### config.mk
export PLATFORM = sky130hd
export DESIGN_NAME = length_prefixed_frame_parser_unit
export DESIGN_NICKNAME = d
export VERILOG_FILES = /design/src/hw/rtl/lpfp_pkg.sv /design/src/hw/rtl/lpfp_front.sv /design/src/hw/rtl/lpfp_queue.sv /design/src/hw/rtl/lpfp_back.sv /design/src/hw/rtl/length_prefixed_frame_parser_unit.sv
export VERILOG_INCLUDE_DIRS = /design/src /design/src/hw/rtl
export SDC_FILE = /design/constraint.sdc
export NUM_CORES = 1
export LEC_CHECK = 0
export BUFFER_PORTS_ARGS = -buffer_cell sky130_fd_sc_hd__buf_2
export CAP_MARGIN = 25
export CORE_ASPECT_RATIO = 1.1
export CORE_MARGIN = 10
export CORE_UTILIZATION = 40
export CTS_CLUSTER_SIZE = 30
export DETAILED_ROUTE_END_ITERATION = 16
export PLACE_DENSITY = 0.59
export SYNTH_ARGS = -nofsm -noshare
export SYNTH_HDL_FRONTEND = slang
export SYNTH_SLANG_ARGS = --single-unit
### constraint.sdc
create_clock -name clk -period 4.8 [get_ports clk]
set_input_delay 0.96 -clock clk [delete_from_list [all_inputs] [get_ports clk]]
set_output_delay 0.96 -clock clk [all_outputs]
set_load 0.05 [all_outputs]
### src/hw/rtl/length_prefixed_frame_parser_unit_macros.svh
// assertion macros shared by the length-prefixed frame parser rtl
`ifndef LENGTH_PREFIXED_FRAME_PARSER_UNIT_MACROS_SVH
`define LENGTH_PREFIXED_FRAME_PARSER_UNIT_MACROS_SVH
`ifndef SYNTHESIS
// same-cycle implication, disabled during reset
`define LPFP_ASSERT_NOW(lbl, clk, rst, ante, cons, msg) \
  lbl: assert property (@(posedge clk) disable iff (rst) (ante) |-> (cons)) else $error(msg);
// next-cycle implication, disabled during reset
`define LPFP_ASSERT_NEXT(lbl, clk, rst, ante, cons, msg) \
  lbl: assert property (@(posedge clk) disable iff (rst) (ante) |=> (cons)) else $error(msg);
`else
`define LPFP_ASSERT_NOW(lbl, clk, rst, ante, cons, msg)
`define LPFP_ASSERT_NEXT(lbl, clk, rst, ante, cons, msg)
`endif
`endif

### src/hw/rtl/lpfp_pkg.sv
// types and constants shared by the length-prefixed frame parser modules
`timescale 1ns / 1ps
package lpfp_pkg;

  typedef enum logic [1:0] {
    KIND_BYTE   = 2'd0,
    KIND_EMPTY  = 2'd1,
    KIND_BROKEN = 2'd2
  } lpfp_kind_t;

  localparam logic [31:0] MAX_FRAME_RESET = 32'd65536;

  typedef struct packed {
    lpfp_kind_t  kind;
    logic [31:0] frame_type;
    logic [7:0]  payload_byte;
    logic        last;
  } lpfp_result_t;

endpackage

### src/hw/rtl/lpfp_front.sv
// front end: byte acceptance, header assembly, frame checks and result generation
`timescale 1ns / 1ps
`include "length_prefixed_frame_parser_unit_macros.svh"
module lpfp_front import lpfp_pkg::*; #(
  parameter int FIELD_BYTES = 4
) (
  input  logic         clk,
  input  logic         rst,
  input  logic         in_valid,
  output logic         in_ready,
  input  logic [7:0]   byte_value,
  input  logic         cfg_valid,
  input  logic [31:0]  cfg_data,
  input  logic         q_full,
  output logic         push,
  output lpfp_result_t push_data
);

  localparam int IDX_W = (FIELD_BYTES > 1) ? $clog2(FIELD_BYTES) : 1;
  localparam logic [IDX_W-1:0] LAST_IDX = IDX_W'(FIELD_BYTES - 1);
  localparam logic [32:0] HEADER_LEN = 33'(2 * FIELD_BYTES);

  typedef enum logic [4:0] {
    PH_OUTER   = 5'b00001,
    PH_TYPE    = 5'b00010,
    PH_DLEN    = 5'b00100,
    PH_PAYLOAD = 5'b01000,
    PH_BROKEN  = 5'b10000
  } lpfp_phase_t;

  lpfp_phase_t      phase, phase_next;
  logic [IDX_W-1:0] byte_index, byte_index_next;
  logic [31:0]      outer_length, outer_length_next;
  logic [31:0]      current_type, current_type_next;
  logic [31:0]      payload_left, payload_left_next;
  logic [31:0]      max_frame_length;

  logic             accept;
  logic             word_end;
  logic [31:0]      word_cur;
  logic [31:0]      word_asm;
  logic [IDX_W+2:0] shift;

  assign in_ready = !q_full;
  assign accept   = in_valid && in_ready;
  assign word_end = (byte_index == LAST_IDX);
  assign shift    = {byte_index, 3'b000};

  // word currently being assembled
  always_comb begin
    unique case (phase)
      PH_OUTER: word_cur = outer_length;
      PH_TYPE:  word_cur = current_type;
      PH_DLEN:  word_cur = payload_left;
      default:  word_cur = '0;
    endcase
    if (byte_index == '0) begin
      word_asm = 32'(byte_value);
    end else begin
      word_asm = word_cur | (32'(byte_value) << shift);
    end
  end

  always_comb begin
    phase_next        = phase;
    byte_index_next   = byte_index;
    outer_length_next = outer_length;
    current_type_next = current_type;
    payload_left_next = payload_left;
    push              = 1'b0;
    push_data         = '{kind: KIND_BYTE, frame_type: current_type,
                          payload_byte: 8'd0, last: 1'b0};
    if (accept) begin
      unique case (phase)
        PH_OUTER: begin
          outer_length_next = word_asm;
          byte_index_next   = word_end ? '0 : byte_index + 1'b1;
          if (word_end) begin
            if (word_asm > max_frame_length || {1'b0, word_asm} < HEADER_LEN) begin
              phase_next           = PH_BROKEN;
              push                 = 1'b1;
              push_data.kind       = KIND_BROKEN;
              push_data.frame_type = '0;
            end else begin
              phase_next = PH_TYPE;
            end
          end
        end
        PH_TYPE: begin
          current_type_next = word_asm;
          byte_index_next   = word_end ? '0 : byte_index + 1'b1;
          if (word_end) begin
            phase_next = PH_DLEN;
          end
        end
        PH_DLEN: begin
          payload_left_next = word_asm;
          byte_index_next   = word_end ? '0 : byte_index + 1'b1;
          if (word_end) begin
            if ({1'b0, outer_length} != HEADER_LEN + {1'b0, word_asm}) begin
              phase_next     = PH_BROKEN;
              push           = 1'b1;
              push_data.kind = KIND_BROKEN;
            end else if (word_asm == '0) begin
              phase_next     = PH_OUTER;
              push           = 1'b1;
              push_data.kind = KIND_EMPTY;
            end else begin
              phase_next = PH_PAYLOAD;
            end
          end
        end
        PH_PAYLOAD: begin
          payload_left_next      = payload_left - 32'd1;
          push                   = 1'b1;
          push_data.payload_byte = byte_value;
          if (payload_left == 32'd1) begin
            push_data.last = 1'b1;
            phase_next     = PH_OUTER;
          end
        end
        PH_BROKEN: begin
          phase_next = PH_BROKEN;
        end
        default: begin
          phase_next = PH_BROKEN;
        end
      endcase
    end
  end

  always_ff @(posedge clk) begin
    if (rst) begin
      phase            <= PH_OUTER;
      byte_index       <= '0;
      max_frame_length <= MAX_FRAME_RESET;
    end else begin
      phase      <= phase_next;
      byte_index <= byte_index_next;
      if (cfg_valid) begin
        max_frame_length <= cfg_data;
      end
    end
  end

  always_ff @(posedge clk) begin
    outer_length <= outer_length_next;
    current_type <= current_type_next;
    payload_left <= payload_left_next;
  end

  `LPFP_ASSERT_NEXT(a_broken_sticks, clk, rst, phase == PH_BROKEN, phase == PH_BROKEN, "broken state left before reset")
  `LPFP_ASSERT_NOW(a_broken_silent, clk, rst, phase == PH_BROKEN, !push, "result produced after a broken frame")

endmodule

### src/hw/rtl/lpfp_queue.sv
// small result queue between the parser front end and the output stage
`timescale 1ns / 1ps
`include "length_prefixed_frame_parser_unit_macros.svh"
module lpfp_queue import lpfp_pkg::*; #(
  parameter int DEPTH = 4
) (
  input  logic         clk,
  input  logic         rst,
  input  logic         push,
  input  lpfp_result_t push_data,
  output logic         full,
  input  logic         pop,
  output logic         nonempty,
  output lpfp_result_t head
);

  localparam int PTR_W = $clog2(DEPTH);
  localparam int CNT_W = $clog2(DEPTH + 1);
  localparam logic [PTR_W-1:0] LAST_PTR = PTR_W'(DEPTH - 1);
  localparam logic [CNT_W-1:0] FULL_CNT = CNT_W'(DEPTH);

  lpfp_result_t     slots [DEPTH];
  logic [PTR_W-1:0] wr_ptr, rd_ptr;
  logic [CNT_W-1:0] count;

  assign full     = (count == FULL_CNT);
  assign nonempty = (count != '0);
  assign head     = slots[rd_ptr];

  always_ff @(posedge clk) begin
    if (push) begin
      slots[wr_ptr] <= push_data;
    end
  end

  always_ff @(posedge clk) begin
    if (rst) begin
      wr_ptr <= '0;
      rd_ptr <= '0;
      count  <= '0;
    end else begin
      if (push) begin
        wr_ptr <= (wr_ptr == LAST_PTR) ? '0 : wr_ptr + 1'b1;
      end
      if (pop) begin
        rd_ptr <= (rd_ptr == LAST_PTR) ? '0 : rd_ptr + 1'b1;
      end
      if (push && !pop) begin
        count <= count + 1'b1;
      end else if (pop && !push) begin
        count <= count - 1'b1;
      end
    end
  end

  `LPFP_ASSERT_NOW(a_no_overflow, clk, rst, push, count != FULL_CNT, "push into a full queue")
  `LPFP_ASSERT_NOW(a_no_underflow, clk, rst, pop, count != '0, "pop from an empty queue")

endmodule

### src/hw/rtl/lpfp_back.sv
// back end: output register that drains the result queue
`timescale 1ns / 1ps
module lpfp_back import lpfp_pkg::*; (
  input  logic         clk,
  input  logic         rst,
  input  logic         q_nonempty,
  input  lpfp_result_t q_head,
  output logic         pop,
  output logic         out_valid,
  input  logic         out_ready,
  output lpfp_result_t out_item
);

  // refill whenever the output register is empty or its transaction completes
  assign pop = q_nonempty && (!out_valid || out_ready);

  always_ff @(posedge clk) begin
    if (rst) begin
      out_valid <= 1'b0;
    end else if (!out_valid || out_ready) begin
      out_valid <= q_nonempty;
    end
  end

  always_ff @(posedge clk) begin
    if (pop) begin
      out_item <= q_head;
    end
  end

endmodule

### src/hw/rtl/length_prefixed_frame_parser_unit.sv
// top level: an accepted byte's result is written into the queue, then into the output register
// throughput one byte per cycle; the front end never waits on the back end while
// the result queue has room, so output stalls are absorbed up to the queue depth
// reset (rst, synchronous, active high) returns the parser to the outer length,
// sets max_frame_length to 65536, empties the queue and clears the broken state
`timescale 1ns / 1ps
module length_prefixed_frame_parser_unit import lpfp_pkg::*; #(
  parameter int FIELD_BYTES = 4,
  parameter int QUEUE_DEPTH = 4
) (
  input  logic        clk,
  input  logic        rst,
  // byte input channel
  input  logic        in_valid,
  output logic        in_ready,
  input  logic [7:0]  byte_value,
  // configuration write channel (max_frame_length)
  input  logic        cfg_valid,
  output logic        cfg_ready,
  input  logic [31:0] cfg_data,
  // result output channel
  output logic        out_valid,
  input  logic        out_ready,
  output logic [1:0]  kind,
  output logic [31:0] frame_type,
  output logic [7:0]  payload_byte,
  output logic        last
);

  // results travel front -> queue -> output register
  logic         q_full;
  logic         q_push;
  lpfp_result_t q_push_data;
  logic         q_pop;
  logic         q_nonempty;
  lpfp_result_t q_head;
  lpfp_result_t out_item;

  // the register is a plain flop, so a configuration transaction never stalls
  assign cfg_ready = 1'b1;

  // front end: assembles the three little-endian header words, checks the outer
  // length against the maximum and the header, then tags payload bytes
  lpfp_front #(
    .FIELD_BYTES(FIELD_BYTES)
  ) u_front (
    .clk       (clk),
    .rst       (rst),
    .in_valid  (in_valid),
    .in_ready  (in_ready),
    .byte_value(byte_value),
    .cfg_valid (cfg_valid),
    .cfg_data  (cfg_data),
    .q_full    (q_full),
    .push      (q_push),
    .push_data (q_push_data)
  );

  // decouples parsing from downstream backpressure
  lpfp_queue #(
    .DEPTH(QUEUE_DEPTH)
  ) u_queue (
    .clk      (clk),
    .rst      (rst),
    .push     (q_push),
    .push_data(q_push_data),
    .full     (q_full),
    .pop      (q_pop),
    .nonempty (q_nonempty),
    .head     (q_head)
  );

  // registered output, one transaction per cycle when the sink keeps up
  lpfp_back u_back (
    .clk       (clk),
    .rst       (rst),
    .q_nonempty(q_nonempty),
    .q_head    (q_head),
    .pop       (q_pop),
    .out_valid (out_valid),
    .out_ready (out_ready),
    .out_item  (out_item)
  );

  assign kind         = out_item.kind;
  assign frame_type   = out_item.frame_type;
  assign payload_byte = out_item.payload_byte;
  assign last         = out_item.last;

endmodule
# After elaboration in Yosys (flattened, before gate mapping)
# Memory sizes are Yosys's and may differ from the RTL's. A register that Yosys moved wholly into a read port is not among the register bits.
# Index checks and enable logic that the tools add are counted.
dict set report totals {
  ff_bits 143
  mem_bits_rw 172
  in_bits 45
  out_inout_bits 46
  n_memories 1
}
# memory depth width read_ports rd_clocked_by_memory_dff write_ports line
set memory_table {}
lappend memory_table {u_queue.slots 4 43 1 1 1 lpfp_queue.sv:22} ;# lpfp_result_t slots [DEPTH];
dict set report classes {
  add_sub_neg 7
  magnitude_cmp 2
  eq_ne 14
  shifts 1
  muxes 35
  n_bitwise 1
  n_reduce_logical 21
}
# op n
set ops {}
lappend ops {{one-hot mux 32 bit (3 select lines)} 1}
lappend ops {{2-to-1 mux 34 bit} 2}
lappend ops {{2-to-1 mux 32 bit} 2}
lappend ops {{one-hot mux 32 bit (2 select lines)} 1}
lappend ops {{2-to-1 mux 43 bit} 1}
lappend ops {{adder 4 x 32 -> 33 bit, first input constant} 1}
lappend ops {{inequality test 32 x 33 -> 1 bit} 1}
lappend ops {{equality test 32 x 1 -> 1 bit, second input constant} 1}
lappend ops {{greater-than comparator 32 bit} 1}
lappend ops {{logical NOT 32 bit} 1}
lappend ops {{< comparator 32 x 4 -> 1 bit, second input constant} 1}
lappend ops {{OR 32 bit} 1}
lappend ops {{left shift 8 x 5 -> 32 bit} 1}
lappend ops {{subtractor 32 x 1 -> 32 bit, second input constant} 1}
lappend ops {{2-to-1 mux 5 bit} 6}
lappend ops {{one-hot mux 5 bit (4 select lines)} 1}
lappend ops {{2-to-1 mux 1 bit} 10}
lappend ops {{2-to-1 mux 2 bit} 5}
lappend ops {{2-to-1 mux 9 bit} 1}
lappend ops {{inequality test 2 x 1 -> 1 bit, second input constant} 4}
lappend ops {{AND reduction 2 bit} 4}
lappend ops {{adder 2 x 1 -> 2 bit, second input constant} 3}
lappend ops {{equality test 2 bit, second input constant} 3}
lappend ops {{2-to-1 mux 3 bit} 2}
lappend ops {{other kinds (18)} 26}

# Longest topological paths before layout
# Gate-level depths: netlist of the first run.
dict set report logic_depth {
  depth_word 14
  ltp_mapped 27
}

# By module
# A second synthesis of the first run with hierarchy kept.
dict set report hier_totals {
  hier_cells 1403
  area_unflattened_um2 17875.9
}
# module n_inst cells_each area_each_um2 seq_area_each_um2
set modules_own_cells {}
lappend modules_own_cells {lpfp_front 1 1084 9816.9 3663.5}
lappend modules_own_cells {lpfp_queue 1 269 6701.4 5345.1}
lappend modules_own_cells {lpfp_back 1 48 1346.3 1311.3}
lappend modules_own_cells {length_prefixed_frame_parser_unit 1 2 11.3 0.0}

# Least setup slack after synthesis of the first run
# Ideal clock, no wire load.
dict set report synth_timing {
  path_kind {input to register}
  from {input byte_value[3]}
  to {memory u_queue.slots[0][0] (netlist bit), enable pin}
  arrival_time_ns 4.559
  required_time_ns 4.345
  setup_slack_ns -0.214
  cell_stages 13
  cell_sequence {nor3b_1 a311oi_1 a21oi_4 ha_1 xnor2_1 o311a_1 nand4_1 a2111oi_0 nand4_1 a211o_1 or4_4 or4_4 and3_1}
}
dict set report synth_via {
  elab_chain_len 11
}
# item line
set synth_rtl {}
lappend synth_rtl {{start: declaration} length_prefixed_frame_parser_unit.sv:16} ;# input logic [7:0] byte_value,
lappend synth_rtl {{left shift 8 x 5 -> 32 bit} lpfp_front.sv:60} ;# word_asm = word_cur | (32'(byte_value) << shift);
lappend synth_rtl {{OR 32 bit} lpfp_front.sv:60}
lappend synth_rtl {{2-to-1 mux 32 bit *} lpfp_front.sv:57} ;# if (byte_index == '0) begin
lappend synth_rtl {{named net u_front.word_asm[3]} lpfp_front.sv:41} ;# logic [31:0] word_asm;
lappend synth_rtl {{adder 4 x 32 -> 33 bit, or another cell as far along} lpfp_front.sv:100} ;# if ({1'b0, outer_length} != HEADER_LEN + {1'b0, word_asm}) begin
lappend synth_rtl {{inequality test 32 x 33 -> 1 bit, or another cell as far along} lpfp_front.sv:100}
lappend synth_rtl {{2-to-1 mux 1 bit, on equally long branches} {lpfp_front.sv:100, lpfp_front.sv:79}}
lappend synth_rtl {{2-to-1 mux 1 bit, on equally long branches} {lpfp_front.sv:99, lpfp_front.sv:78}}
lappend synth_rtl {{one-hot mux 1 bit (3 select lines) *} lpfp_front.sv:74} ;# unique case (phase)
lappend synth_rtl {{2-to-1 mux 1 bit *} lpfp_front.sv:73} ;# if (accept) begin
lappend synth_rtl {{2-to-1 mux 1 bit *} lpfp_queue.sv:31} ;# if (push) begin
lappend synth_rtl {{2-to-1 mux 1 bit (implied by the code) *} lpfp_queue.sv:32} ;# slots[wr_ptr] <= push_data;
lappend synth_rtl {{end: declaration} lpfp_queue.sv:22}
# Mark *: on every way through the listed nets, which the timed path passes. The rest lies on a longest branch.

# Worst setup path after layout of the first run
dict set report layout_timing {
  from {register u_front.phase[0]}
  to {memory u_queue.slots[0][5] (netlist bit), enable pin}
}
dict set report layout_via {
  elab_chain_len 12
}
# item line
set layout_rtl {}
lappend layout_rtl {{start: declaration} lpfp_front.sv:31} ;# lpfp_phase_t phase, phase_next;
lappend layout_rtl {{start signal: assignment} lpfp_front.sv:138} ;# phase <= phase_next;
lappend layout_rtl {{equality test 5 x 3 -> 1 bit, or another cell as far along} lpfp_front.sv:51} ;# unique case (phase)
lappend layout_rtl {{one-hot mux 32 bit (3 select lines) *} lpfp_front.sv:51}
lappend layout_rtl {{OR 32 bit *} lpfp_front.sv:60}
lappend layout_rtl {{2-to-1 mux 32 bit *} lpfp_front.sv:57}
lappend layout_rtl {{named net u_front.word_asm[4]} lpfp_front.sv:41}
lappend layout_rtl {{adder 4 x 32 -> 33 bit, or another cell as far along} lpfp_front.sv:100}
lappend layout_rtl {{inequality test 32 x 33 -> 1 bit, or another cell as far along} lpfp_front.sv:100}
lappend layout_rtl {{2-to-1 mux 1 bit, on equally long branches} {lpfp_front.sv:100, lpfp_front.sv:79}}
lappend layout_rtl {{2-to-1 mux 1 bit, on equally long branches} {lpfp_front.sv:99, lpfp_front.sv:78}}
lappend layout_rtl {{one-hot mux 1 bit (3 select lines) *} lpfp_front.sv:74}
lappend layout_rtl {{2-to-1 mux 1 bit *} lpfp_front.sv:73}
lappend layout_rtl {{2-to-1 mux 1 bit *} lpfp_queue.sv:31}
lappend layout_rtl {{2-to-1 mux 1 bit (implied by the code) *} lpfp_queue.sv:32}
# Marks and branches as above.

==> flow_summary.json, run 1 <==
{
  "synth_top_cell_area_share_pct": 54.2,
  "synth_warnings": 0,
  "clock-skew-final_ns": 0.0160,
  "ctsHoldBuffers": 0,
  "ys_seq_area_share_pct": 59.6,
  "critPathKind": "register to register",
  "numClockSinks": 358,
  "final-hold-violation-count": 0,
  "r2r-start": "u_front.phase[0]$_SDFFE_PP1P_",
  "detail_route.wl_per_cell_um": 22.0,
  "antenna_cells": 0,
  "htreeDepth": 2,
  "path_clk_slew_ns": 0.06,
  "drt-pass1-iter-count": 5,
  "io_pins": 91,
  "fp.dieH_um": 238,
  "grt_first_pass_wirelength_um": 73000,
  "antenna_found_initial": 0,
  "required_ns": 5.09,
  "vias": 12200,
  "cp-end-kind": "register",
  "cap_violations": 0,
  "insertion_delay_ns": 0.56,
  "synth_edf_count": 311,
  "crit_start": "u_front.phase[0]$_SDFFE_PP1P_",
  "slew_viol_final": 0,
  "vias_per_cell": 5.52,
  "ys.flop_type": "edfxtp_1",
  "instances_no_fill": 2201,
  "grt_overflow": 0,
  "start_util_pct": 40.6,
  "syn_inst": 1315,
  "area_delta_synth_final_pct": 24.6,
  "post-route-util_pct": 50.5,
  "rsz0062_at_grt": "yes",
  "min_from": "u_front.max_frame_length[18]$_SDFFE_PP0P_",
  "die_area_um2": 51800,
  "ys_async_sr_fraction_pct": 0,
  "status": "finished clean",
  "cts.path.max_buffers": 3,
  "synth_seq_cells": 358,
  "period_minus_slack_ns": 4.71,
  "gp_congestion": 0.953,
  "dieWidth_um": 218,
  "synth.most_common_cell": "edfxtp_1",
  "p_total_mw": 13.0,
  "track_usage_pct": 18.2,
  "hpwl_um": 35300,
  "arrival_ns": 5.01,
  "maxSlewHeadroom_pct": 32.3,
  "synth.distinct_cells": 92,
  "setup-violations-final": 0,
  "grt_pass1_vias": 12000,
  "max_freq_mhz": 212,
  "netlist_top_cells_area": "edfxtp_1 54%, mux4_2 5.6%, dfxtp_1 5.5%",
  "post-place-cells": 2109,
  "ant_nets": 0,
  "core_area_um2": 42500,
  "cts_buffers": 38,
  "drt_wl_total_um": 48400,
  "synth_area_per_cell_um2": 13.1,
  "fin_nets": 1693,
  "syn_nets": 1404,
  "p_leak_nw": 7.94,
  "holdWs_ns": 0.493,
  "drive_gt1_share_pct": 30.5,
  "syn_area_um2": 17200,
  "path_max_fanout": 34,
  "tightest_slew_ns": 1.02,
  "cts_tree": "yes",
  "synthTopCellsByCount": "311 x edfxtp_1, 88 x nor2_1, 82 x nand2_1, 51 x inv_1, 48 x nand3_1",
  "hold_path.class": "register to register",
  "start_kind": "register",
  "synth_largest_area_cell": "edfxtp_1",
  "drc": 0,
  "root_buffer": "clkbuf_16",
  "power_density_nw_per_um2": 607,
  "setup-tns-final_ns": 0,
  "drt_iter0_drc": 1115,
  "grt_max_degree": 48,
  "ir_worst_vdd_mv": 0.322,
  "rows": 79,
  "numPortBuffers": 89,
  "fin_crit_sh_pct": 98.2
}
## path summary, 6_finish.rpt
| kind | to | slack [ns] | cells after the start |
|---|---|---|---|
| worst max-delay path | u_queue.slots[0][5]$_DFFE_PP_ | 0.09 | 17 |
| worst min-delay path | u_front.max_frame_length[18]$_SDFFE_PP0P_ | 0.49 | 2 |
| worst max register to register | u_queue.slots[0][5]$_DFFE_PP_ | 0.09 | 17 |
| worst min register to register | u_front.max_frame_length[18]$_SDFFE_PP0P_ | 0.49 | 2 |
## registers in the layout, indices dropped and copies added, names as in the netlist, 2 cells and up
register / flops
u_queue.slots: 172
u_back.out_item: 43
u_front.current_type: 32
u_front.max_frame_length: 32
u_front.outer_length: 32
u_front.payload_left: 32
u_front.phase: 5
u_queue.count: 3
u_front.byte_index: 2
u_queue.rd_ptr: 2
u_queue.wr_ptr: 2
## cell usage in the layout, fill, tap and decap left out, types with 11 or more instances in the layout
| cell | count |
|---|---|
| and3_1 | 19 |
| xnor2_1 | 37 |
| a32oi_1 | 13 |
| edfxtp_1 | 311 |
| a21oi_1 | 25 |
| ha_1 | 40 |
| nand3_1 | 48 |
| nor2b_1 | 40 |
| buf_12 | 11 |
| o21ai_0 | 41 |
| xor2_1 | 19 |
| mux4_2 | 43 |
| nand4_1 | 21 |
| buf_4 | 208 |
| and3b_1 | 23 |
| nand2_1 | 81 |
| nor2_1 | 83 |
| buf_2 | 89 |
| a31oi_1 | 13 |
| inv_1 | 50 |
| dfxtp_1 | 40 |
| and2_1 | 11 |
| mux2i_1 | 38 |
| a21o_1 | 11 |
| nor3_1 | 25 |
| clkbuf_16 | 41 |
| nor4_1 | 11 |
## area by class of cell
| type | count | area, um2 |
|---|---|---|
| clock buffers | 51 | 1050 |
| clock inverters | 19 | 214 |
| fillers | 3782 | 21000 |
| inverters | 52 | 195 |
| multi-input cells | 840 | 6710 |
| flip-flops and latches | 358 | 10300 |
| well taps | 567 | 709 |
| repair buffers | 314 | 2310 |
## kinds of logic (layout without fill, tap and decap cells)
group                    Yosys count  count (layout)  synth area share (%)
adder cells (fa/ha/maj)           44              44                  3.24
other                              1               1                0.0218
AO/OA/AOI/OAI                    224             224                  9.51
AND/OR/NAND/NOR                  433             433                  13.8
XOR/XNOR                          57              57                  2.98
multiplexers                      81              81                  7.82
buffers and inverters            117             436                  2.98
flip-flops                       358             358                  59.6
## report_power, final
| part | switching [mW] | internal (mW) | leakage (nW) |
|---|---|---|---|
| sequential | 0.282 | 4.00 | 3.27 |
| combinational | 3.47 | 2.31 | 4.06 |
| clock | 1.22 | 1.77 | 0.614 |
## metrics by stage
stage          instance area [um2]  setup WS (ns)
3_3_place_gp                 19800         -0.368
3_5_place_dp                 19800         -0.463
5_1_grt                      21500        -0.0506
6_report                     21500         0.0851
2_1_floorplan                17200         0.0509
4_1_cts                      21100        -0.0158
## critical path: stages (launching register included)
cell	delay [ns]
dfxtp_2	0.34
buf_4	0.18
or3_4	0.43
o22ai_4	0.13
a221o_1	0.22
ha_2	0.21
a21boi_0	0.17
nand4_1	0.26
nor4_1	0.30
buf_4	0.16
xnor2_1	0.11
nand4_1	0.12
a211o_1	0.24
or4_4	0.52
buf_4	0.16
or4_4	0.45
and3_4	0.22
buf_12	0.17
## timing repair
| item | CTS | global route |
|---|---|---|
| gates resized for setup | 14 | 50 |
| setup endpoints to repair | 148 | 177 |
| buffers inserted | 2 | 18 |
| cloned | 0 | 2 |
| pin swaps | 4 | 18 |
## metal layers
metal	part of all wire, %	vias to the layer above	global-route usage [%]
li1	-	5649	-
met1	44	5978	24.8
met2	47	449	28.8
met3	6.3	81	3.18
met4	2.9	0	6.42
met5	0	-	0
Note: power is estimated with default switching activity, not from simulation.
==> run 2: changes to the inputs <==
--- a/config.mk
+++ b/config.mk
@@ -8,7 +8,7 @@
 export LEC_CHECK = 0
 export BUFFER_PORTS_ARGS = -buffer_cell sky130_fd_sc_hd__buf_2
 export CAP_MARGIN = 25
-export CORE_ASPECT_RATIO = 1.1
+export CORE_ASPECT_RATIO = 0.8
 export CORE_MARGIN = 10
 export CORE_UTILIZATION = 40
 export CTS_CLUSTER_SIZE = 30
==> run 2 against run 1 <==
Effect of this change:
- the run now ends with negative setup slack left
- clock power grew 3%
- flip-flop and latch count unchanged
- via count rose by 4.9%
- highest routed layer is now met5
==> flow_summary.json, run 2 (same netlist as run 1, synthesis figures left out) <==
{
  "status": "finished, violations left",
  "violations": "negative setup slack",
  "hold_path.class": "register to register",
  "mostFrequentLayoutCells": "311 x edfxtp_1, 236 x buf_4, 89 x buf_2, 83 x nor2_1, 79 x nand2_1",
  "required_ns": 5.10,
  "grt_pass1_vias": 12500,
  "fp.dieH_um": 206,
  "insertion_delay_ns": 0.56,
  "path_cells": "buf_4, or3_4, o22ai_4, a221o_1, ha_4, a21boi_2, nand4_1, nor4_2, buf_4, xnor2_2, nand4_1, a211o_1, or4_4, buf_4, or4_4, and3_4, clkbuf_16",
  "critPathKind": "register to register",
  "cpMostUsedCell": "buf_4",
  "drc": 0,
  "multi_input_area_um2": 6870,
  "numPortBuffers": 89,
  "max_freq_mhz": 208,
  "htreeDepth": 2,
  "drt_wl_total_um": 55400,
  "cts_buffers": 39,
  "final_cell_area_um2": 22200,
  "top_regs": "u_queue.slots (172), u_back.out_item (43)",
  "core_area_um2": 42300,
  "vias_per_cell": 5.70,
  "holdWs_ns": 0.491,
  "dpl_cell_area_um2": 20000,
  "largest_register": "u_queue.slots",
  "setup-violations-final": 7,
  "fin_crit_sh_pct": 100,
  "max_stage_delay_ns": 0.54,
  "numClockSinks": 358,
  "clock-skew-final_ns": 0.0312,
  "path_clk_slew_ns": 0.06,
  "p_leak_nw": 8.29,
  "period_minus_slack_ns": 4.81,
  "layout_commonest_cell": "edfxtp_1",
  "dieWidth_um": 252,
  "drt_iter0_drc": 1218,
  "drive_gt1_share_pct": 34.0,
  "antenna_found_initial": 6,
  "cts.path.max_buffers": 3,
  "nFillCells": 3663,
  "root_buffer": "clkbuf_16",
  "grt_first_pass_wirelength_um": 80600,
  "pre_cts_ws_ns": -0.460,
  "track_usage_pct": 20.7,
  "instances_no_fill": 2236,
  "fin_ws_ns": -0.0141,
  "rsz0062_at_grt": "yes",
  "ant_nets": 0,
  "post-place-cells": 2131,
  "largest_reg_flops": 172,
  "cts_tree": "yes",
  "path_max_fanout": 7,
  "tightest_slew_ns": 0.956,
  "grt_max_degree": 48,
  "slew_viol_final": 0,
  "ctsHoldBuffers": 0,
  "rows": 67,
  "cap_violations": 0,
  "start_util_pct": 40.8,
  "gp_congestion": 0.973,
  "io_pins": 91,
  "detail_route.wl_per_cell_um": 24.8,
  "maxSlewHeadroom_pct": 35.7,
  "die_area_um2": 51900,
  "power_density_nw_per_um2": 610,
  "ir_worst_vdd_mv": 0.332,
  "drt-pass1-iter-count": 6,
  "cpMaxStageDelayCell": "or4_4",
  "fin_nets": 1741,
  "grt_overflow": 0,
  "final-hold-violation-count": 0,
  "start_kind": "register",
  "cp-end-kind": "register",
  "hpwl_um": 39900,
  "vias": 12700,
  "arrival_ns": 5.11,
  "area_delta_synth_final_pct": 29.0,
  "seq_area_um2": 10300
}
## run 2: cell count changes in the layout (fill, tap and decap cells not counted), sizes merged
cell    change
buf        +40
bufbuf      +1
bufinv      +2
clkbuf      +3
diode       +3
inv         +1
## run 2: final cells by class
| class | instances | share of cell area [%] |
|---|---|---|
| inverter | 52 | 0.877 |
| multi-input combinational | 840 | 30.9 |
| timing repair buffer | 361 | 13.1 |
| clock inverter | 22 | 1.24 |
| tap | 552 | 3.10 |
| sequential | 358 | 46.3 |
| clock buffer | 48 | 4.54 |
| antenna | 3 | 0.0337 |
## run 2: timing repair
action | CTS | global route
endpoints found under the setup margin | 175 | 174
resized for setup | 68 | 49
cloned | 1 | 11
buffers inserted | 18 | 4
pin swaps | 29 | 30
## run 2: power breakdown
part,leakage (nW),switching [mW],total [mW],internal [mW]
Combinational,4.39,3.74,6.21,2.46
Sequential,3.27,0.280,4.28,4.00
Clock,0.628,1.25,3.08,1.83
## run 2: worst paths after layout
check / startpoint / endpoint / slack, ns / depth (start not counted)
hold reg to reg: u_front.max_frame_length[3]$_SDFFE_PP0P_ / u_front.max_frame_length[3]$_SDFFE_PP0P_ / 0.49 / 2
hold / removal: u_front.max_frame_length[3]$_SDFFE_PP0P_ / u_front.max_frame_length[3]$_SDFFE_PP0P_ / 0.49 / 2
setup / recovery: u_front.phase[2]$_SDFFE_PP0P_ / u_queue.slots[1][3]$_DFFE_PP_ / -0.01 / 17
setup reg to reg: u_front.phase[2]$_SDFFE_PP0P_ / u_queue.slots[1][3]$_DFFE_PP_ / -0.01 / 17
## run 2: metal layers
layer / GRT usage, % / wire [um]
met1: 28.6 / 24400
met2: 31.2 / 24400
met3: 5.75 / 5160
met4: 6.42 / 1480
met5: 0 / 13
## run 2: through the flow
step           setup TNS [ns]  utilization, %  power [mW]
6_report              -0.0450            52.7        13.6
5_1_grt                -14.02            52.6        14.2
4_1_cts              -0.00846            51.5        13.5
3_5_place_dp           -33.33            47.4        10.0
3_3_place_gp           -33.91            47.4        10.0
2_1_floorplan               0               -        7.66
## run 2: worst max-delay path: cells and delay by family (launching register included)
| kind | cells | cell delay [ns] |
|---|---|---|
| DFF | 1 | 0.36 |
| adders and majority gates | 1 | 0.16 |
| AOI/OAI and AO/OA | 4 | 0.84 |
| and+or+nand+nor | 7 | 2.44 |
| xor gates and xnor gates | 1 | 0.10 |
| buffers and inverters | 4 | 0.66 |
